==> config.mk <==
export PLATFORM = sky130hd
export DESIGN_NAME = sre_front_flat
export DESIGN_NICKNAME = d
export VERILOG_FILES = /design/src/hdl/sre_pkg.sv /design/src/hdl/sre_if.sv /design/src/hdl/sre_front.sv /design/src/flat_wrapper.sv
export SDC_FILE = /design/constraint.sdc
export NUM_CORES = 1
export LEC_CHECK = 0
export BUFFER_PORTS_ARGS = -buffer_cell sky130_fd_sc_hd__buf_2
export CAP_MARGIN = 15
export CORE_UTILIZATION = 33
export CTS_CLUSTER_DIAMETER = 120
export DETAILED_ROUTE_END_ITERATION = 10
export PLACE_DENSITY = 0.78
export SLEW_MARGIN = 40
export SYNTH_ARGS = -nofsm -noshare
export SYNTH_HDL_FRONTEND = slang
export SYNTH_SLANG_ARGS = --single-unit
==> constraint.sdc <==
create_clock -name clk_i -period 1.4 [get_ports clk_i]
set_input_delay 0.28 -clock clk_i [delete_from_list [all_inputs] [get_ports clk_i]]
set_output_delay 0.28 -clock clk_i [all_outputs]
set_load 0.01 [all_outputs]
==> src/hdl/sre_pkg.sv <==
// Shared types and constants of the scaler readout rate engine.
package sre_pkg;

  // Channel-count field of the module header word
  localparam logic [31:0] CHAN_FIELD_MASK = 32'h0000_00f0;
  // Milliseconds per second, multiplier of the fixed time base
  localparam logic [31:0] MS_PER_S        = 32'd1000;
  // Q.16 saturation limits
  localparam logic [47:0] RATE_POS_MAX    = 48'h7FFF_FFFF_FFFF;
  localparam logic [47:0] RATE_NEG_MIN    = 48'h8000_0000_0000;
  // Quotient bits left after the saturation check
  localparam int unsigned QBITS           = 47;

  // Configuration register reset values
  localparam logic [31:0] HEADER_VALUE_RST  = 32'd0;
  localparam logic [31:0] HEADER_MASK_RST   = 32'd0;
  localparam logic [5:0]  CLOCK_CHANNEL_RST = 6'd32;
  localparam logic [31:0] CLOCK_RATE_RST    = 32'd0;
  localparam logic [15:0] DELTA_T_RST       = 16'd4000;

  typedef enum logic [2:0] {
    CFG_HEADER_VALUE  = 3'd0,
    CFG_HEADER_MASK   = 3'd1,
    CFG_CLOCK_CHANNEL = 3'd2,
    CFG_CLOCK_RATE_HZ = 3'd3,
    CFG_DELTA_T_MS    = 3'd4
  } cfg_idx_e;

  typedef logic [1:0] bank_t;

  // One finished capture handed from front to back
  typedef struct packed {
    logic  rate_ok;
    logic  mismatch;
    bank_t bank;
  } job_t;

  typedef enum logic [3:0] {
    B_IDLE,
    B_CLK_RD,
    B_CLK_WAIT,
    B_CH_RD,
    B_CH_DIFF,
    B_MUL,
    B_SAT,
    B_DIV,
    B_SIGN,
    B_OUT
  } back_state_e;

endpackage

==> src/hdl/sre_if.sv <==
// Valid/ready channel interfaces for input words and channel results.
interface sre_in_if;
  logic        valid;
  logic        ready;
  logic [31:0] word;
  logic        event_start;

  modport source (output valid, word, event_start, input ready);
  modport sink   (input valid, word, event_start, output ready);
endinterface


==> src/hdl/sre_front.sv <==
// Front end: header detection and capture of channel counts into the bank RAM.
module sre_front import sre_pkg::*; #(
  parameter int N     = 32,
  localparam int IW   = (N > 1) ? $clog2(N) : 1,
  localparam int AW   = IW + 2,
  localparam int CNTW = $clog2(N + 1)
) (
  input  logic          clk_i,
  input  logic          rst_ni,
  sre_in_if.sink        in_s,
  input  logic [31:0]   hdr_value_i,
  input  logic [31:0]   hdr_mask_i,
  input  logic          hold_i,
  output logic          ram_we_o,
  output logic [AW-1:0] ram_waddr_o,
  output logic [31:0]   ram_wdata_o,
  output logic          push_o,
  output job_t          job_o
);

  logic            capturing_q, capturing_d;
  logic            decoded_q, decoded_d;
  logic            first_q, first_d;
  logic            mismatch_q, mismatch_d;
  bank_t           bank_q, bank_d;
  logic [CNTW-1:0] idx_q, idx_d;
  logic            acc;
  logic            hdr_hit;
  logic            last_word;

  // Count words wait while two captures are still owned by the back end
  assign in_s.ready = !(capturing_q && hold_i);
  assign acc        = in_s.valid && in_s.ready;
  assign hdr_hit    = (in_s.word & hdr_mask_i) == hdr_value_i;
  assign last_word  = idx_q == CNTW'(N - 1);

  always_comb begin
    logic dec;
    dec         = decoded_q;
    capturing_d = capturing_q;
    decoded_d   = decoded_q;
    first_d     = first_q;
    mismatch_d  = mismatch_q;
    bank_d      = bank_q;
    idx_d       = idx_q;
    ram_we_o    = 1'b0;
    push_o      = 1'b0;
    if (acc) begin
      dec       = in_s.event_start ? 1'b0 : decoded_q;
      decoded_d = dec;
      if (!capturing_q) begin
        if (!dec && hdr_hit) begin
          decoded_d   = 1'b1;
          mismatch_d  = (in_s.word & CHAN_FIELD_MASK) != 32'(N);
          // new bank keeps the last snapshot as previous
          if (!first_q) begin
            bank_d = bank_q + 2'd1;
          end
          capturing_d = 1'b1;
          idx_d       = '0;
        end
      end else begin
        ram_we_o = 1'b1;
        if (last_word) begin
          capturing_d = 1'b0;
          idx_d       = '0;
          push_o      = 1'b1;
          first_d     = 1'b0;
        end else begin
          idx_d = idx_q + CNTW'(1);
        end
      end
    end
  end

  assign ram_waddr_o = {bank_q, idx_q[IW-1:0]};
  assign ram_wdata_o = in_s.word;
  assign job_o       = '{rate_ok: !first_q, mismatch: mismatch_q, bank: bank_q};

  always_ff @(posedge clk_i or negedge rst_ni) begin
    if (!rst_ni) begin
      capturing_q <= 1'b0;
      decoded_q   <= 1'b0;
      first_q     <= 1'b1;
      mismatch_q  <= 1'b0;
      bank_q      <= '0;
      idx_q       <= '0;
    end else begin
      capturing_q <= capturing_d;
      decoded_q   <= decoded_d;
      first_q     <= first_d;
      mismatch_q  <= mismatch_d;
      bank_q      <= bank_d;
      idx_q       <= idx_d;
    end
  end

endmodule

==> src/flat_wrapper.sv <==
// flat-port wrapper written by rule: the top's interface ports become plain ports
module sre_front_flat import sre_pkg::*;
#(
  parameter int N     = 32,
  localparam int IW   = (N > 1) ? $clog2(N) : 1,
  localparam int AW   = IW + 2,
  localparam int CNTW = $clog2(N + 1)
)
  (clk_i, rst_ni, hdr_value_i, hdr_mask_i, hold_i, ram_we_o, ram_waddr_o, ram_wdata_o, push_o, job_o, in_s_valid, in_s_word, in_s_event_start, in_s_ready);
  sre_in_if in_s_i ();
  input  logic clk_i;
  input  logic rst_ni;
  input  logic [31:0] hdr_value_i;
  input  logic [31:0] hdr_mask_i;
  input  logic hold_i;
  output logic ram_we_o;
  output logic [AW-1:0] ram_waddr_o;
  output logic [31:0] ram_wdata_o;
  output logic push_o;
  output job_t job_o;
  input wire logic [$bits(in_s_i.valid)-1:0] in_s_valid;
  input wire logic [$bits(in_s_i.word)-1:0] in_s_word;
  input wire logic [$bits(in_s_i.event_start)-1:0] in_s_event_start;
  output wire logic [$bits(in_s_i.ready)-1:0] in_s_ready;
  assign in_s_i.valid = in_s_valid;
  assign in_s_i.word = in_s_word;
  assign in_s_i.event_start = in_s_event_start;
  assign in_s_ready = in_s_i.ready;
  sre_front #(.N(N)) u_core (.clk_i(clk_i), .rst_ni(rst_ni), .in_s(in_s_i), .hdr_value_i(hdr_value_i), .hdr_mask_i(hdr_mask_i), .hold_i(hold_i), .ram_we_o(ram_we_o), .ram_waddr_o(ram_waddr_o), .ram_wdata_o(ram_wdata_o), .push_o(push_o), .job_o(job_o));
endmodule
==> metrics.txt <==
number of global-route vias before repair=1821; sequential share of the synthesized area=20.2%; fraction of the mapped netlist area in simple logic gates=27.5%; core area=4350 µm²; Post-Route Utilization=a little over half; synth cell count leaders=40 x buf_4, 18 x nand2_1, 13 x a21oi_1, 13 x and3_1; fin crit share=123%; Crit path required time=between 1 and 1.5 ns; Synth cell types=35; clock sinks=12; Routed WL=approximately 4700 µm; # diodes=0; starting density of the core=34.3%; vias per cell=4.90; Comb pwr share=36.5%; H-tree depth=1; Die H=69.3 µm; Max Cap Viol=0; fraction of registers with async set/reset=100%; DP Worst Slack=-0.530 ns; Initial DRC Count=33; max frequency=~580 MHz; failing checks=setup timing; switching pwr=between 0.2 and 0.3 mW; cell with the most instances after synthesis=buf_4; Post-Syn Area per Cell=7.82 µm²; VDD IR max=0.463 mV; Crit. End Element=output port; Seq pwr share=32.8%; CTS tree=done; Skew-Pair Late Insertion Delay=roughly 0.24 ns; Area contributors post-synth=buf_4 20%, dfrtp_1 18%, and3_1 5.4%; Clk network pwr share=30.7%; DRC=0; RSZ-0062 raised after global routing=true; Fin. Hold Viols=0; Final Max Tran Viols=0; switching share of power=28.1%; Vias=between 1500 and 2000; adder-cell share of the synthesized area=0.838%; antenna violations before repair=0; Synth top area share=20.1%; mux contribution to synthesized area=0%; critical path class=reg -> out; HPWL Detailed=3860 µm; Setup TNS=-1.70 ns; Cells after Synth=191; Synth warnings=0; first drt pass iteration count=4; Root Driver=clkbuf_8; outcome=finished, violations left; Internal=approximately 0.76 mW; gpl congestion=roughly 0.84; Post-Synth XOR/XNOR Area=roughly 5.9%; gr ovfl total=0; largest net degree at the start of global routing=13; area delta synth->final=59.1%; maximum fanout along the worst path=3; dominant synthesized flop cell=dfrtp_1; CP Data Arrival Time=around 1.4 ns; post-route minimum period=1.72 ns; Power Density=446 nW/µm²; Setup Skew=0.000889 ns; wire length per cell=12.5 µm; P_leak=between 1 and 1.5 nW; Post-Syn Nets=293; input/output buffers=roughly 150; CTS Buf Count=3; fraction of layout cells with a size suffix above 1=60.1%; antenna viol nets, final=0; Synth Cell Area=between 1000 and 1500 µm²; main combinational cell family by area after synthesis=simple AND/OR/NAND/NOR gates; Yosys reg bits=12; relative slew slack=81.6%; first-pass GRT wire length=7700 µm; min-delay worst type=in -> reg; nets@finish=between 400 and 500; Top Ports=147; clock-pin slew on the worst setup and hold paths=0.05 ns; Max clock buf depth=2; full die area=4800 µm²; Synth Area in Compound Gates=23.7%; Final WS setup=-0.319 ns; type of origin of the critical path=register; Cell Rows=24; final setup fails=12; Die W=69.3 µm; EDFF count, synth=0; cell accounting for the most synthesized area=buf_4; Total GRT Usage=a little under a fifth; Slew @ Worst Pin=0.276 ns
==> layout by cell type (no fill, tap or decap), drive strengths merged, types with 2 or more instances in the layout <==
cell type and count:
a211oi 6, a21boi 6, a21o 7, a21oi 13
a31oi 3, and3 13, and3b 6, buf 172
clkbuf 4, dfrtp 11, inv 5, nand2 18
nand3 11, nand4 7, nor2 5, nor3 3
o211ai 2, o21ai 4, o22a 6, xor2 9
==> routing by layer <==
metal | vias up | wire length [µm] | global-route usage [%]
met5 | - | 0 | 0
met1 | 844 | 1920 | 21.5
met2 | 67 | 2530 | 36.2
met3 | 6 | 231 | 4.22
li1 | 936 | - | -
met4 | 0 | 41 | 3.63
==> per-stage QoR <==
step / total power [mW] / instances / area [µm²] / hold WS, ns
3_3_place_gp: 0.717 / 366 / 2140 / 0.174
4_1_cts: 1.06 / 377 / 2310 / 0.342
5_1_grt: 1.12 / 378 / 2370 / 0.351
2_1_floorplan: 0.551 / 191 / 1510 / -0.0156
3_5_place_dp: 0.728 / 366 / 2140 / 0.176
6_report: 1.06 / 378 / 2370 / 0.343
==> worst max-delay path, stage by stage (launching register included) <==
cell     delay [ns]
dfrtp_1        0.36
ha_2           0.20
nand2_2        0.06
or3_4          0.36
nor2_4         0.11
buf_6          0.11
==> worst paths after layout <==
| kind | startpoint | endpoint | slack, ns | cells after the start |
|---|---|---|---|---|
| min in group asynchronous | rst_ni | u_core.idx_q[0] | 0.45 | 2 |
| max reg2reg | u_core.idx_q[0] | u_core.idx_q[3] | -0.01 | 5 |
| max in group asynchronous | rst_ni | u_core.first_q | 0.68 | 2 |
| min reg2reg | u_core.first_q | u_core.first_q | 0.48 | 2 |
| max | u_core.idx_q[0] | push_o | -0.32 | 5 |
| min | in_s_event_start | u_core.decoded_q | 0.34 | 3 |
==> power groups by stage <==
stage / clock, mW / combinational (mW) / sequential, mW
after floorplan: 0 / 0.197 / 0.353
after global placement: 0 / 0.364 / 0.353
after detailed placement: 0 / 0.375 / 0.353
after CTS: 0.333 / 0.383 / 0.347
after global routing: 0.348 / 0.426 / 0.347
final: 0.326 / 0.387 / 0.347
==> cell type report <==
class | count | area, µm²
clock buffer | 4 | 45.0
tap | 52 | 65.1
fill | 437 | 1980
inverter | 5 | 21.3
multi-input combinational | 132 | 943
sequential | 12 | 302
timing repair buffer | 173 | 998
==> sequential cells by signal, indices dropped and copies added, names as in the netlist <==
name and count:
u_core.mismatch_q 1, u_core.decoded_q 1, u_core.capturing_q 1, u_core.bank_q 2, u_core.idx_q 6, u_core.first_q 1
==> kinds of logic (layout without fill, tap and decap cells) <==
family	Yosys count	in the layout
buffers and inverters	47	182
DFF	12	12
and+or+nand+nor	71	71
xor gates and xnor gates	10	10
AOI/OAI and AO/OA	50	50
adders and majority gates	1	1
==> timing repair <==
item                                    CTS  global route
setup buffers                             6             1
gates resized for setup                  17            13
pin swaps                                12             8
hold buffers                              1             0
endpoints found under the hold margin    11             0
endpoints found under the setup margin   13            13
No activity file was read; power rests on OpenSTA's default activity.
