===== config.mk =====
export PLATFORM = sky130hd
export DESIGN_NAME = sre_job_fifo
export DESIGN_NICKNAME = d
export VERILOG_FILES = /design/src/hdl/sre_pkg.sv /design/src/hdl/sre_job_fifo.sv
export SDC_FILE = /design/constraint.sdc
export NUM_CORES = 1
export LEC_CHECK = 0
export BUFFER_PORTS_ARGS = -buffer_cell sky130_fd_sc_hd__buf_2
export CORE_MARGIN = 5
export CORE_UTILIZATION = 30
export DETAILED_ROUTE_END_ITERATION = 16
export SYNTH_ARGS = -nofsm -noshare
export SYNTH_HDL_FRONTEND = slang
export SYNTH_SLANG_ARGS = --single-unit

===== constraint.sdc =====
create_clock -name clk_i -period 1.5 [get_ports clk_i]
set_input_delay 0.15 -clock clk_i [delete_from_list [all_inputs] [get_ports clk_i]]
set_output_delay 0.15 -clock clk_i [all_outputs]
set_load 0.05 [all_outputs]

===== src/hdl/sre_pkg.sv =====
// Shared types and constants of the scaler readout rate engine.
package sre_pkg;

  // Channel-count field of the module header word
  localparam logic [31:0] CHAN_FIELD_MASK = 32'h0000_00f0;
  // Milliseconds per second, multiplier of the fixed time base
  localparam logic [31:0] MS_PER_S        = 32'd1000;
  // Q.16 saturation limits
  localparam logic [47:0] RATE_POS_MAX    = 48'h7FFF_FFFF_FFFF;
  localparam logic [47:0] RATE_NEG_MIN    = 48'h8000_0000_0000;
  // Quotient bits left after the saturation check
  localparam int unsigned QBITS           = 47;

  // Configuration register reset values
  localparam logic [31:0] HEADER_VALUE_RST  = 32'd0;
  localparam logic [31:0] HEADER_MASK_RST   = 32'd0;
  localparam logic [5:0]  CLOCK_CHANNEL_RST = 6'd32;
  localparam logic [31:0] CLOCK_RATE_RST    = 32'd0;
  localparam logic [15:0] DELTA_T_RST       = 16'd4000;

  typedef enum logic [2:0] {
    CFG_HEADER_VALUE  = 3'd0,
    CFG_HEADER_MASK   = 3'd1,
    CFG_CLOCK_CHANNEL = 3'd2,
    CFG_CLOCK_RATE_HZ = 3'd3,
    CFG_DELTA_T_MS    = 3'd4
  } cfg_idx_e;

  typedef logic [1:0] bank_t;

  // One finished capture handed from front to back
  typedef struct packed {
    logic  rate_ok;
    logic  mismatch;
    bank_t bank;
  } job_t;

  typedef enum logic [3:0] {
    B_IDLE,
    B_CLK_RD,
    B_CLK_WAIT,
    B_CH_RD,
    B_CH_DIFF,
    B_MUL,
    B_SAT,
    B_DIV,
    B_SIGN,
    B_OUT
  } back_state_e;

endpackage


===== src/hdl/sre_job_fifo.sv =====
// Two-entry queue of finished captures between front and back.
module sre_job_fifo import sre_pkg::*; (
  input  logic       clk_i,
  input  logic       rst_ni,
  input  logic       push_i,
  input  job_t       job_i,
  input  logic       pop_i,
  output job_t       job_o,
  output logic       not_empty_o,
  output logic [1:0] count_o
);

  job_t       slot_q [2];
  logic [1:0] count_q;
  logic [1:0] after_pop;

  assign after_pop = count_q - (pop_i ? 2'd1 : 2'd0);

  // Payload shifts toward the head on pop; a push lands behind what remains
  always_ff @(posedge clk_i) begin
    if (push_i && (after_pop == 2'd0)) begin
      slot_q[0] <= job_i;
    end else if (pop_i) begin
      slot_q[0] <= slot_q[1];
    end
    if (push_i && (after_pop != 2'd0)) begin
      slot_q[1] <= job_i;
    end
  end

  always_ff @(posedge clk_i or negedge rst_ni) begin
    if (!rst_ni) begin
      count_q <= '0;
    end else begin
      count_q <= after_pop + (push_i ? 2'd1 : 2'd0);
    end
  end

  assign job_o       = slot_q[0];
  assign not_empty_o = count_q != 2'd0;
  assign count_o     = count_q;

endmodule


==> results.md, run 1 <==
* Status: complete, no violations
* Worst setup EP type: flip-flop
* Crit path time final at 1.488 ns
* CTS root buf: clkbuf_4
* RSZ-0062 raised after global routing: yes
* ANT nets after route at 0
* Mean Syn Cell Area at 16.06 µm²
* Die H at 50.07 µm
* Count of max-cap constraint violations at 0
* Initial antenna violation count at 0
* # IOs at 15
* Startpoint Class: flip-flop
* Most frequent cells in the layout: 14 x buf_2, 8 x edfxtp_1, 4 x mux2_4
* Gate power share at 51.8%
* Row count at 14
* Vias at 269
* Synth Net Count at 40
* Relative slew slack at 83.49%
* Die W at 50.07 µm
* Largest net degree at the start of global routing at 7
* Clock-pin slew on the worst setup and hold paths at 0.06 ns
* Congestion Overflow GR at 0
* R2r startpoint: count_o[0]
* Starting density of the core at 31.98%
* Drt initial violations at 8
* Final hold slack at 0.08294 ns
* Synth area leaders: edfxtp_1 50%, mux2_4 12%, dfrtp_1 10%
* Clock power share at 14.3%
* Core Area at 1506 µm²
* Area Growth Syn to Fin at 28.31%
* Final hold viol count at 0
* Min-Delay Path Class: in2reg
* # DRC at 0
* Clock Path Buffers at 2
* Peak supply drop at 0.0008844 V
* Worst Setup SP: count_o[0]
* Sink Count at 10
* Psw at 0.5464 mW
* Register bit total from synthesis at 10
* First-pass GRT wire length at 1097 µm
* Worst Path Arrival at 1.50 ns
* Num CTS Buffers at 3
* Hold Path Origin: job_i[1]
* Yosys Warn Count at 0
* Sequential area share after synthesis at 60.26%
* Switching power share of the total at 41.08%
* Worst Path Max Fanout at 4
* Die Area at 2507 µm²
* Yosys top cell by area: edfxtp_1
* P_int at 0.7836 mW
* DR WL/cell at 10.87 µm
* Measured slew at the worst slew-check pin at 0.2493 ns
* H-tree Lvls at 1
* Leakage Power at 0.2734 nW
* Final period util at 99.21%
* Final GP Congestion at 0.6781
* Commonest non-fill, non-tap cell in the layout: buf_2
* Postcts setup bufs at 0
* Placed insts at 58
* Data required time of the worst path at 1.51 ns
* Classification of the worst setup path: reg2reg
* P per Cell Area at 2152 nW/µm²
* Port buffer count at 14
* Post-synthesis cell count at 30
* 1st-pass router iterations at 3
* GRT Util Overall at 5.861%
* Top cell type's share of synthesized area at 49.87%
* Via/cell ratio at 4.270
* Vias in the first global route at 268
* # diodes at 0
* Setup Skew at 0.001153 ns
* Unique masters post-synth at 13
* Fin util at 41.03%
* Max frequency at 672.0 MHz
* Fillers at 148
* Max Slew Vio Count at 0
* CTS tree: built
* Nets at 58
* Layout cell share with drive strength beyond 1 at 61.70%
* Layout Cells excl Fill at 63
* Total routed wirelength at 685 µm
* Post-synthesis cell area at 481.7 µm²
* Worst-Skew Late Latency at 0.26 ns
* Fraction of power consumed by sequential logic at 33.8%
* Final Setup Violations at 0
==> worst paths after layout <==
path                       slack, ns  cells past startpoint           end
hold reg to reg                 0.55                      1  slot_q[0][1]
setup reg to reg                0.01                      5  slot_q[0][2]
min in group asynchronous       0.22                      2    count_o[0]
setup / recovery                0.01                      5  slot_q[0][2]
max in group asynchronous       1.17                      2    count_o[0]
hold / removal                  0.08                      1  slot_q[0][5]
==> synthesized netlist by cell type, drive strengths merged <==
| cell | n |
|---|---|
| a21boi | 1 |
| a31o | 1 |
| buf | 4 |
| dfrtp | 2 |
| edfxtp | 8 |
| ha | 2 |
| inv | 3 |
| mux2 | 4 |
| nand2 | 1 |
| nand3 | 1 |
| or2 | 1 |
| xnor2 | 2 |
==> per-layer routing <==
metal	GRT usage, %	part of all wire (%)	vias up
met5	0	0	-
met2	9.205	54	6
li1	-	-	136
met3	3.614	6.1	0
met1	6.111	40	127
met4	2.620	0	0
==> through the flow <==
stage	instance area (µm²)	TNS [ns]	setup slack [ns]	power, mW
3_5_place_dp	581.8	0	0.0005916	1.149
6_report	618.1	0	0.01188	1.330
2_1_floorplan	506.7	-1.548	-0.2155	1.021
4_1_cts	618.1	0	0.004536	1.350
5_1_grt	618.1	-0.05996	-0.01714	1.400
3_3_place_gp	581.8	0	0.006995	1.142
==> power groups by stage <==
| stage | Combinational, mW | Clock (mW) | Sequential (mW) |
|---|---|---|---|
| floorplan | 0.467 | 0 | 0.554 |
| global placement | 0.687 | 0 | 0.456 |
| detailed placement | 0.692 | 0 | 0.457 |
| CTS | 0.697 | 0.201 | 0.452 |
| global route | 0.732 | 0.207 | 0.461 |
| finish | 0.690 | 0.190 | 0.450 |
==> kinds of logic after synthesis <==
kind of cell	share of synthesized area, %
AOI/OAI and AO/OA	5.196
muxes	12.47
and+or+nand+nor	3.116
xor gates and xnor gates	5.196
buffers and inverters	8.572
DFF	60.26
adders and majority gates	5.194
==> sequential cells by signal, summed over array words and instances (netlist names) <==
| signal | cells |
|---|---|
| count_o | 2 |
| slot_q | 8 |
==> repair_timing <==
item	4_1_cts	5_1_grt
hold buffers	1	0
setup endpoints to repair	2	8
pin swaps	1	0
gates resized for setup	0	1
hold endpoints to repair	2	0
==> area by class of cell <==
type                            instances  area [µm²]  area share [%]
Multi-Input combinational cell         13       173.9           28.14
Inverter                                3       11.26           1.822
Clock buffer                            4       26.28           4.251
Timing Repair Buffer                   17       95.09           15.38
Sequential cell                        10       291.5           47.17
Tap cell                               16       20.02           3.239
==> worst max-delay path, stage by stage (launching register included) <==
cell	delay [ns]
dfrtp_2	0.37
inv_2	0.04
ha_4	0.16
xnor2_4	0.12
a31o_4	0.25
mux2_4	0.30
Power figures use the tool's default switching activity.
==> run 2: changes to the inputs <==
--- a/config.mk
+++ b/config.mk
@@ -9,6 +9,7 @@
 export CORE_MARGIN = 5
 export CORE_UTILIZATION = 30
 export DETAILED_ROUTE_END_ITERATION = 16
+export RECOVER_POWER = 100
 export SYNTH_ARGS = -nofsm -noshare
 export SYNTH_HDL_FRONTEND = slang
 export SYNTH_SLANG_ARGS = --single-unit
==> run 2 against run 1 <==
Effect of this change: fmax about the same; non-clock buffer count unchanged; highest routed layer unchanged; global-route usage unchanged; hold slack improved by 0.014 ns; largest cell class unchanged; cell area decreased by 2.2%; critical path type unchanged; combinational power decreased by 2%.
==> results.md, run 2 (same netlist as run 1, synthesis figures left out) <==
* Fin util at 40.12%
* Final hold viol count at 0
* Total routed wirelength at 700 µm
* Reg2Reg Setup Slack at 0.01 ns
* Clock Path Buffers at 2
* Initial antenna violation count at 0
* Max frequency at 671.9 MHz
* DR WL/cell at 11.11 µm
* Most frequent cells in the layout: 10 x clkbuf_1, 8 x edfxtp_1, 4 x mux2_4, 4 x buf_2, 3 x clkbuf_4
* Max reg flops at 8
* Reg-to-Reg End: slot_q[0][2]
* Port buffer count at 14
* Layout cell share with drive strength beyond 1 at 42.55%
* Count of max-cap constraint violations at 0
* Row count at 14
* Drt initial violations at 8
* Worst Path Arrival at 1.50 ns
* Hold Path Origin: job_i[1]
* Num CTS Buffers at 3
* Startpoint Class: flip-flop
* RSZ-0062 raised after global routing: yes
* Vias at 265
* Data required time of the worst path at 1.51 ns
* R2r startpoint: count_o[0]
* Fillers at 156
* Die W at 50.07 µm
* CTS tree: built
* Classification of the worst setup path: reg2reg
* Slowest-stage cell, CP: dfrtp_2
* Worst Setup SP: count_o[0]
* Core Area at 1506 µm²
* Worst setup EP type: flip-flop
* 1st-pass router iterations at 3
* Worst hold path cell count at 1
* Via/cell ratio at 4.206
* Cell count of the worst reg-to-reg path at 5
* First-pass GRT wire length at 1097 µm
* Congestion Overflow GR at 0
* Relative slew slack at 60.51%
* P per Cell Area at 2183 nW/µm²
* Crit path time final at 1.488 ns
* Max Slew Vio Count at 0
* Starting density of the core at 31.98%
* Die H at 50.07 µm
* GRT Util Overall at 5.861%
* Final period util at 99.22%
* Nets at 58
* # DRC at 0
* CTS root buf: clkbuf_4
* Total power at 1.319 mW
* Leakage Power at 0.2487 nW
* Worst-Skew Late Latency at 0.26 ns
* Setup Skew at 0.001980 ns
* Vias in the first global route at 268
* Final Setup Violations at 0
* H-tree Lvls at 1
* Worst path max stage delay at 0.37 ns
* Top reg by flops: slot_q
* Die Area at 2507 µm²
* Clock-pin slew on the worst setup and hold paths at 0.07 ns
* Status: complete, no violations
* Hold Crit Endpoint: slot_q[0][5]
* Peak supply drop at 0.0008974 V
* Crit-path cells: inv_2 -> ha_4 -> xnor2_4 -> a31o_4 -> mux2_4
* # diodes at 0
* Largest net degree at the start of global routing at 7
* Area Growth Syn to Fin at 25.45%
* Min-Delay Path Class: in2reg
* Sink Count at 10
* Final GP Congestion at 0.6781
* ANT nets after route at 0
* # IOs at 15
* Measured slew at the worst slew-check pin at 0.5949 ns
* Worst Path Max Fanout at 4
* Commonest non-fill, non-tap cell in the layout: clkbuf_1
run 2: changes by cell type in the layout (fill, tap and decap cells not counted):
| cell | before | now |
|---|---|---|
| buf_4 | 2 | 1 |
| clkbuf_1 | 1 | 10 |
| clkbuf_2 | 0 | 2 |
| buf_2 | 14 | 4 |
run 2: worst max-delay path by stage:
stage | slack (ns) | depth (start not counted) | end
finish | 0.01 | 5 | slot_q[0][2]
global route | -0.02 | 5 | slot_q[0][2]
CTS | 0.005 | 5 | slot_q[0][2]
detailed placement | 0.0006 | 5 | slot_q[0][2]
global placement | 0.007 | 5 | slot_q[0][2]
floorplan | -0.22 | 5 | slot_q[0][0]
run 2: per-layer routing:
layer  wire length, µm  global-route usage (%)  vias up
li1                  -                       -      137
met1               289                   6.111      122
met2               365                   9.205        6
met3                44                   3.614        0
met4                 0                   2.620        0
met5                 0                       0        -
run 2: worst max-delay path, delay by kind of cell (launching register included):
kind                       cells  cell delay (ns)
DFF                            1             0.37
muxes                          1             0.30
AOI/OAI and AO/OA              1             0.25
adders and majority gates      1             0.16
xor gates and xnor gates       1             0.12
buffers and inverters          1             0.04
run 2: cell type report:
class	count	area, µm²	share of cell area [%]
Clock buffer	4	26.28	4.348
Inverter	3	11.26	1.863
Multi-Input combinational cell	13	173.9	28.78
Sequential cell	10	291.5	48.24
Tap cell	16	20.02	3.313
Timing Repair Buffer	17	81.33	13.46
run 2: per-stage QoR:
stage / std cells / hold slack (ns) / area [µm²] / setup slack [ns] / TNS (ns)
final: 63 / 0.09651 / 604.3 / 0.01174 / 0
after global routing: 63 / 0.1062 / 604.3 / -0.01714 / -0.06518
after CTS: 63 / 0.07390 / 618.1 / 0.004536 / 0
after detailed placement: 58 / -0.06482 / 581.8 / 0.0005916 / 0
after global placement: 58 / -0.06470 / 581.8 / 0.006995 / 0
after floorplan: 30 / -0.1456 / 506.7 / -0.2155 / -1.548
run 2: timing repair:
action                     in CTS  in global routing
gates resized for setup         0                  1
setup endpoints to repair       2                  8
pin swaps                       1                  0
hold endpoints to repair        2                  0
buffers inserted                0                  0
hold buffers                    1                  0
run 2: report_power, final:
group	leakage, nW	internal, mW	switching [mW]
combinational	0.134	0.261	0.413
clock	0.0150	0.103	0.0909
sequential	0.100	0.404	0.0467
total	0.249	0.768	0.551
