===== src/hdl/sre_pkg.sv =====
// Shared types and constants of the scaler readout rate engine.
package sre_pkg;

  // Channel-count field of the module header word
  localparam logic [31:0] CHAN_FIELD_MASK = 32'h0000_00f0;
  // Milliseconds per second, multiplier of the fixed time base
  localparam logic [31:0] MS_PER_S        = 32'd1000;
  // Q.16 saturation limits
  localparam logic [47:0] RATE_POS_MAX    = 48'h7FFF_FFFF_FFFF;
  localparam logic [47:0] RATE_NEG_MIN    = 48'h8000_0000_0000;
  // Quotient bits left after the saturation check
  localparam int unsigned QBITS           = 47;

  // Configuration register reset values
  localparam logic [31:0] HEADER_VALUE_RST  = 32'd0;
  localparam logic [31:0] HEADER_MASK_RST   = 32'd0;
  localparam logic [5:0]  CLOCK_CHANNEL_RST = 6'd32;
  localparam logic [31:0] CLOCK_RATE_RST    = 32'd0;
  localparam logic [15:0] DELTA_T_RST       = 16'd4000;

  typedef enum logic [2:0] {
    CFG_HEADER_VALUE  = 3'd0,
    CFG_HEADER_MASK   = 3'd1,
    CFG_CLOCK_CHANNEL = 3'd2,
    CFG_CLOCK_RATE_HZ = 3'd3,
    CFG_DELTA_T_MS    = 3'd4
  } cfg_idx_e;

  typedef logic [1:0] bank_t;

  // One finished capture handed from front to back
  typedef struct packed {
    logic  rate_ok;
    logic  mismatch;
    bank_t bank;
  } job_t;

  typedef enum logic [3:0] {
    B_IDLE,
    B_CLK_RD,
    B_CLK_WAIT,
    B_CH_RD,
    B_CH_DIFF,
    B_MUL,
    B_SAT,
    B_DIV,
    B_SIGN,
    B_OUT
  } back_state_e;

endpackage


===== src/hdl/sre_if.sv =====


interface sre_out_if;
  logic               valid;
  logic               ready;
  logic [4:0]         channel;
  logic [31:0]        count;
  logic signed [47:0] rate;
  logic               rate_valid;
  logic               channel_count_error;
  logic               last;

  modport source (output valid, channel, count, rate, rate_valid, channel_count_error, last,
                  input ready);
  modport sink   (input valid, channel, count, rate, rate_valid, channel_count_error, last,
                  output ready);
endinterface


===== src/hdl/sre_back.sv =====
// Back end: per-channel difference, scaling and serial Q.16 division.
module sre_back import sre_pkg::*; #(
  parameter int N   = 32,
  localparam int IW = (N > 1) ? $clog2(N) : 1,
  localparam int AW = IW + 2
) (
  input  logic          clk_i,
  input  logic          rst_ni,
  input  logic          job_valid_i,
  input  job_t          job_i,
  output logic          pop_o,
  output logic          busy_o,
  input  logic [5:0]    clock_channel_i,
  input  logic [31:0]   clock_rate_i,
  input  logic [15:0]   delta_t_i,
  output logic [AW-1:0] raddr_cur_o,
  output logic [AW-1:0] raddr_prev_o,
  input  logic [31:0]   rdata_cur_i,
  input  logic [31:0]   rdata_prev_i,
  sre_out_if.source     out_m
);

  localparam int NOUT = (N < 32) ? N : 32;

  back_state_e     state_q, state_d;
  job_t            job_q;
  logic [IW-1:0]   c_q;
  logic [31:0]     den_q;
  logic            den_neg_q;
  logic            zero_q;
  logic [31:0]     mult_q;
  logic [31:0]     count_q;
  logic [31:0]     mag_q;
  logic            neg_q;
  logic [63:0]     num_q;
  logic [31:0]     rem_q;
  logic [QBITS-1:0] div_q;
  logic [5:0]      step_q;
  logic [47:0]     rate_q;

  logic            out_vld_q;
  logic [4:0]      o_chan_q;
  logic [31:0]     o_count_q;
  logic [47:0]     o_rate_q;
  logic            o_rvalid_q;
  logic            o_err_q;
  logic            o_last_q;

  logic            use_clock;
  logic [IW-1:0]   rd_idx;
  logic [31:0]     diff;
  logic            dneg;
  logic [31:0]     dmag;
  logic            sat;
  logic [32:0]     trial;
  logic            ge;
  logic [32:0]     trial_sub;
  logic            skip;
  logic            is_last;
  logic            load;

  assign use_clock = (clock_rate_i != 32'd0) && ({1'b0, clock_channel_i} < 7'(N));
  assign diff      = rdata_cur_i - rdata_prev_i;
  assign dneg      = diff[31];
  assign dmag      = dneg ? (~diff + 32'd1) : diff;
  // quotient would reach 2^31 integer counts per second
  assign sat       = num_q >= {1'b0, den_q, 31'd0};
  assign trial     = {rem_q, div_q[QBITS-1]};
  assign ge        = trial >= {1'b0, den_q};
  assign trial_sub = trial - {1'b0, den_q};
  assign skip      = !job_q.rate_ok || zero_q;
  assign is_last   = c_q == IW'(NOUT - 1);
  assign load      = (state_q == B_OUT) && (!out_vld_q || out_m.ready);

  // Next state
  always_comb begin
    state_d = state_q;
    unique case (state_q)
      B_IDLE:     if (job_valid_i) state_d = use_clock ? B_CLK_RD : B_CH_RD;
      B_CLK_RD:   state_d = B_CLK_WAIT;
      B_CLK_WAIT: state_d = B_CH_RD;
      B_CH_RD:    state_d = B_CH_DIFF;
      B_CH_DIFF:  state_d = skip ? B_OUT : B_MUL;
      B_MUL:      state_d = B_SAT;
      B_SAT:      state_d = sat ? B_OUT : B_DIV;
      B_DIV:      if (step_q == 6'd0) state_d = B_SIGN;
      B_SIGN:     state_d = B_OUT;
      B_OUT:      if (load) state_d = is_last ? B_IDLE : B_CH_RD;
      default:    state_d = B_IDLE;
    endcase
  end

  // Outputs of the sequencer
  always_comb begin
    pop_o  = (state_q == B_IDLE) && job_valid_i;
    busy_o = state_q != B_IDLE;
    rd_idx = (state_q == B_CLK_RD) ? clock_channel_i[IW-1:0] : c_q;
  end

  assign raddr_cur_o  = {job_q.bank, rd_idx};
  assign raddr_prev_o = {job_q.bank - 2'd1, rd_idx};

  always_ff @(posedge clk_i or negedge rst_ni) begin
    if (!rst_ni) begin
      state_q   <= B_IDLE;
      out_vld_q <= 1'b0;
    end else begin
      state_q <= state_d;
      if (load) begin
        out_vld_q <= 1'b1;
      end else if (out_m.ready) begin
        out_vld_q <= 1'b0;
      end
    end
  end

  // Datapath
  always_ff @(posedge clk_i) begin
    case (state_q)
      B_IDLE: begin
        if (job_valid_i) begin
          job_q     <= job_i;
          c_q       <= '0;
          mult_q    <= use_clock ? clock_rate_i : MS_PER_S;
          den_q     <= 32'(delta_t_i);
          den_neg_q <= 1'b0;
          zero_q    <= delta_t_i == 16'd0;
        end
      end
      B_CLK_WAIT: begin
        den_q     <= dmag;
        den_neg_q <= dneg;
        zero_q    <= diff == 32'd0;
      end
      B_CH_DIFF: begin
        count_q <= rdata_cur_i;
        mag_q   <= dmag;
        neg_q   <= dneg ^ den_neg_q;
        rate_q  <= '0;
      end
      B_MUL: begin
        num_q <= mag_q * mult_q;
      end
      B_SAT: begin
        if (sat) begin
          rate_q <= neg_q ? RATE_NEG_MIN : RATE_POS_MAX;
        end else begin
          rem_q  <= num_q[62:31];
          div_q  <= {num_q[30:0], 16'd0};
          step_q <= 6'(QBITS - 1);
        end
      end
      B_DIV: begin
        rem_q  <= ge ? trial_sub[31:0] : trial[31:0];
        div_q  <= {div_q[QBITS-2:0], ge};
        step_q <= step_q - 6'd1;
      end
      B_SIGN: begin
        rate_q <= neg_q ? (48'd0 - {1'b0, div_q}) : {1'b0, div_q};
      end
      B_OUT: begin
        if (load && !is_last) begin
          c_q <= c_q + IW'(1);
        end
      end
      default: ;
    endcase
    if (load) begin
      o_chan_q   <= 5'(c_q);
      o_count_q  <= count_q;
      o_rate_q   <= rate_q;
      o_rvalid_q <= job_q.rate_ok;
      o_err_q    <= job_q.mismatch;
      o_last_q   <= is_last;
    end
  end

  assign out_m.valid               = out_vld_q;
  assign out_m.channel             = o_chan_q;
  assign out_m.count               = o_count_q;
  assign out_m.rate                = o_rate_q;
  assign out_m.rate_valid          = o_rvalid_q;
  assign out_m.channel_count_error = o_err_q;
  assign out_m.last                = o_last_q;

`ifndef SYNTH
  a_invalid_zero: assert property (@(posedge clk_i) disable iff (!rst_ni)
    out_vld_q && !o_rvalid_q |-> o_rate_q == 48'd0)
    else $error("rate not zero on an invalid result");
  a_last_chan: assert property (@(posedge clk_i) disable iff (!rst_ni)
    out_vld_q && o_last_q |-> o_chan_q == 5'(NOUT - 1))
    else $error("last flag on a wrong channel");
  a_rem_bound: assert property (@(posedge clk_i) disable iff (!rst_ni)
    state_q == B_DIV |-> rem_q < den_q)
    else $error("division remainder out of range");
`endif

endmodule


===== src/flat_wrapper.sv =====
// flat-port wrapper written by rule: the top's interface ports become plain ports
module sre_back_flat import sre_pkg::*;
#(
  parameter int N   = 32,
  localparam int IW = (N > 1) ? $clog2(N) : 1,
  localparam int AW = IW + 2
)
  (clk_i, rst_ni, job_valid_i, job_i, pop_o, busy_o, clock_channel_i, clock_rate_i, delta_t_i, raddr_cur_o, raddr_prev_o, rdata_cur_i, rdata_prev_i, out_m_valid, out_m_channel, out_m_count, out_m_rate, out_m_rate_valid, out_m_channel_count_error, out_m_last, out_m_ready);
  sre_out_if out_m_i ();
  input  logic clk_i;
  input  logic rst_ni;
  input  logic job_valid_i;
  input  job_t job_i;
  output logic pop_o;
  output logic busy_o;
  input  logic [5:0] clock_channel_i;
  input  logic [31:0] clock_rate_i;
  input  logic [15:0] delta_t_i;
  output logic [AW-1:0] raddr_cur_o;
  output logic [AW-1:0] raddr_prev_o;
  input  logic [31:0] rdata_cur_i;
  input  logic [31:0] rdata_prev_i;
  output wire logic [$bits(out_m_i.valid)-1:0] out_m_valid;
  output wire logic [$bits(out_m_i.channel)-1:0] out_m_channel;
  output wire logic [$bits(out_m_i.count)-1:0] out_m_count;
  output wire logic [$bits(out_m_i.rate)-1:0] out_m_rate;
  output wire logic [$bits(out_m_i.rate_valid)-1:0] out_m_rate_valid;
  output wire logic [$bits(out_m_i.channel_count_error)-1:0] out_m_channel_count_error;
  output wire logic [$bits(out_m_i.last)-1:0] out_m_last;
  input wire logic [$bits(out_m_i.ready)-1:0] out_m_ready;
  assign out_m_valid = out_m_i.valid;
  assign out_m_channel = out_m_i.channel;
  assign out_m_count = out_m_i.count;
  assign out_m_rate = out_m_i.rate;
  assign out_m_rate_valid = out_m_i.rate_valid;
  assign out_m_channel_count_error = out_m_i.channel_count_error;
  assign out_m_last = out_m_i.last;
  assign out_m_i.ready = out_m_ready;
  sre_back #(.N(N)) u_core (.clk_i(clk_i), .rst_ni(rst_ni), .job_valid_i(job_valid_i), .job_i(job_i), .pop_o(pop_o), .busy_o(busy_o), .clock_channel_i(clock_channel_i), .clock_rate_i(clock_rate_i), .delta_t_i(delta_t_i), .raddr_cur_o(raddr_cur_o), .raddr_prev_o(raddr_prev_o), .rdata_cur_i(rdata_cur_i), .rdata_prev_i(rdata_prev_i), .out_m(out_m_i));
endmodule

===== config.mk =====
export PLATFORM = sky130hd
export DESIGN_NAME = sre_back_flat
export DESIGN_NICKNAME = d
export VERILOG_FILES = /design/src/hdl/sre_pkg.sv /design/src/hdl/sre_if.sv /design/src/hdl/sre_back.sv /design/src/flat_wrapper.sv
export SDC_FILE = /design/constraint.sdc
export NUM_CORES = 2
export LEC_CHECK = 0
export BUFFER_PORTS_ARGS = -buffer_cell sky130_fd_sc_hd__buf_2
export CAP_MARGIN = 0
export CORE_ASPECT_RATIO = 0.5
export CORE_UTILIZATION = 60
export CTS_CLUSTER_SIZE = 8
export DETAILED_ROUTE_END_ITERATION = 10
export PLACE_DENSITY = 0.81
export SKIP_CTS_REPAIR_TIMING = 1
export SLEW_MARGIN = 25
export SYNTH_ARGS = -nofsm -noshare
export SYNTH_HDL_FRONTEND = slang
export SYNTH_SLANG_ARGS = --single-unit

===== constraint.sdc =====
create_clock -name clk_i -period 8.75 [get_ports clk_i]
set_input_delay 0.4375 -clock clk_i [delete_from_list [all_inputs] [get_ports clk_i]]
set_output_delay 0.4375 -clock clk_i [all_outputs]
set_load 0.01 [all_outputs]

==> impl_metrics.ini <==
[synth]
seq_area_frac_synth_pct = 23.1
muxShareOfSynthArea_pct = 0.854
synth-seq-cells = 430
syn_area_per_cell_um2 = 9.81
async_reset_ff_share_pct = 1.16
synthCells = 5674
netlist_area_mm2 = 0.0557
synthAdderAreaFrac_pct = 40.5
syn_nets = 7062
synth_edf_count = 425
ys_types = 85
synth_top_family_by_area = adder cells
synthFlopType = edfxtp_1
yosysWarningCount = 0
synth_xor_area_share_pct = 2.30
synth_compound_area_share_pct = 7.79
synth-simple-area-share_pct = 16.8

[timing]
fin_crit_ps = 8460
timing.hold.ws_ps = -1.87
tightest_slew_ps = 1100
rsz0062_at_grt = no
final-hold-violation-count = 1
tns_ps = 0
fin_worst_skew_ps = 58.6
finalSetupViolCount = 0
slew_headroom_pct = 26.9
drv_slew = 0
fmax_mhz = 118
setup_slack_ps = 291
fin_crit_sh_pct = 96.7

[place]
dpl.hpwl_um = 124000
place.gp.congestion = 0.992
port_buffers = 230
pre_cts_ws_ps = 267

[outcome]
violations = hold timing
status = finished, violations left

[setup_path]
max_stage_delay_ps = 950
reg2regPathDepth = 25
critPathCaptureType = flop
critPathLaunchType = flop
critPathTopFamily = adder cells
path_max_fanout = 17
cp.depth = 25
critPathSlowestCell = edfxtp_1
cp.arrival_ps = 8840
cpMostUsedCell = fa_1
crit_required_ps = 9130
crit_type = reg -> reg
worst-path-buf-inv = 5

[clock_network]
cts_root_buf = clkbuf_16
cts_buffer_depth = 3
clk_pin_slew_ps = 50
clk_latency_ps = 660
htreeDepth = 2
clkSinkCount = 430
numCtsBuffers = 60
tritoncts = yes

[drt]
ant_nets = 0
first_pass_iters = 6
wl_per_cell_um = 22.2
first_iter_violations = 4262
vias = 42054
drcViolationCount = 0
routed_via_density = 5.94
drt-total-wl_um = 157000

[layout]
area_growth_pct = 8.43
drive_gt1_share_pct = 8.69
nNetsFinal = 7202
fill_cells = 7022
final_common_cell = inv_1
final_cell_mix = inv_1, fa_1, nand2_1

[hold_path]
hold-path-cell-count = 1
min_path_type = in -> reg

[job]
maxCapViolations = 0

[global_route]
antenna_found_initial = 11
grt_max_degree = 95
grt_use_total_pct = 33.7
first_global_vias = 43411
grt_pass1_wl_um = 243000
grt_overflow = 0

[floorplanning]
die_x_um = 433
num_io_pins = 231
rows = 78
core-area_mm2 = 0.0913
die_y_um = 217
start_util_pct = 61.0
die-area_mm2 = 0.0941
-- synthesized netlist by cell type (12+ instances only) --
library cell	count	area share, %
a21o_1	79	1.1
o21ai_0	98	0.88
and2_1	621	7.0
o21bai_1	15	0.20
nor2b_1	49	0.55
ha_1	364	8.2
nand2_1	711	4.8
o22ai_1	49	0.55
inv_1	969	6.5
nand3_1	49	0.44
nand4_1	26	0.29
nor3_1	41	0.37
mux2_2	20	0.40
xor2_1	60	0.94
nand2b_1	34	0.38
nor4_1	29	0.33
o31ai_1	14	0.19
mux2i_1	25	0.45
clkbuf_1	292	2.0
and3_1	30	0.34
a31oi_1	38	0.43
xnor2_1	86	1.4
or3_1	17	0.19
nor3b_1	21	0.28
o21a_1	12	0.16
nor2_1	145	0.98
a21oi_1	245	2.2
fa_1	898	32
a211oi_1	13	0.18
o211ai_1	17	0.23
a211o_1	12	0.19
edfxtp_1	425	23
-- final cells by class --
type	count	area [µm²]	share of cell area (%)
diodes	4	10.0	0.0166
clock buffers	77	1570	2.59
clock inverters	6	120	0.199
inverters	969	3640	6.02
multi-input cells	3965	38100	63.0
flip-flops and latches	430	12900	21.3
well taps	1240	1550	2.57
repair buffers	388	2550	4.23
-- per-layer routing --
metal | share of wire, % | GRT usage, %
met1 | 41 | 47.2
met2 | 44 | 51.6
met3 | 12 | 8.64
met4 | 3.4 | 10.6
met5 | 0.020 | 0
-- state kept, by name, summed over array words and instances, names as in the netlist, 47 cells and up --
name               flops
u_core.num_q          64
u_core.out_m.rate     48
u_core.rate_q         48
u_core.div_q          47
-- cells by family after synthesis --
group,after synthesis
muxes,45
DFF,430
buffers and inverters,1279
xor gates and xnor gates,146
and+or+nand+nor,1823
AOI/OAI and AO/OA,689
adders and majority gates,1262
-- worst paths after layout --
check	start	end	slack, ps
setup / recovery	u_core.mult_q[10]	u_core.num_q[50]	290
hold / removal	rdata_cur_i[16]	u_core.count_q[16]	-2
setup reg to reg	u_core.mult_q[10]	u_core.num_q[50]	290
hold reg to reg	u_core.count_q[1]	u_core.out_m.count[1]	410
max in group asynchronous	rst_ni	u_core.out_m.valid	8350
min in group asynchronous	rst_ni	u_core.state_q[2]	260
-- per-stage QoR --
stage / hold WS, ps / utilization [%] / cells / area [µm²]
detailed placement: 266 / 63.8 / 6958 / 58200
global placement: 257 / 63.8 / 6956 / 58200
CTS: -412 / 65.6 / 7041 / 59900
global route: 1.07 / 66.2 / 7075 / 60400
finish: -1.87 / 66.2 / 7079 / 60400
floorplan: 142 / - / 5674 / 55700
Power is left out: the tool's default activity adds up to more than one toggle a clock period on the data nets, which glitch-free logic cannot reach.
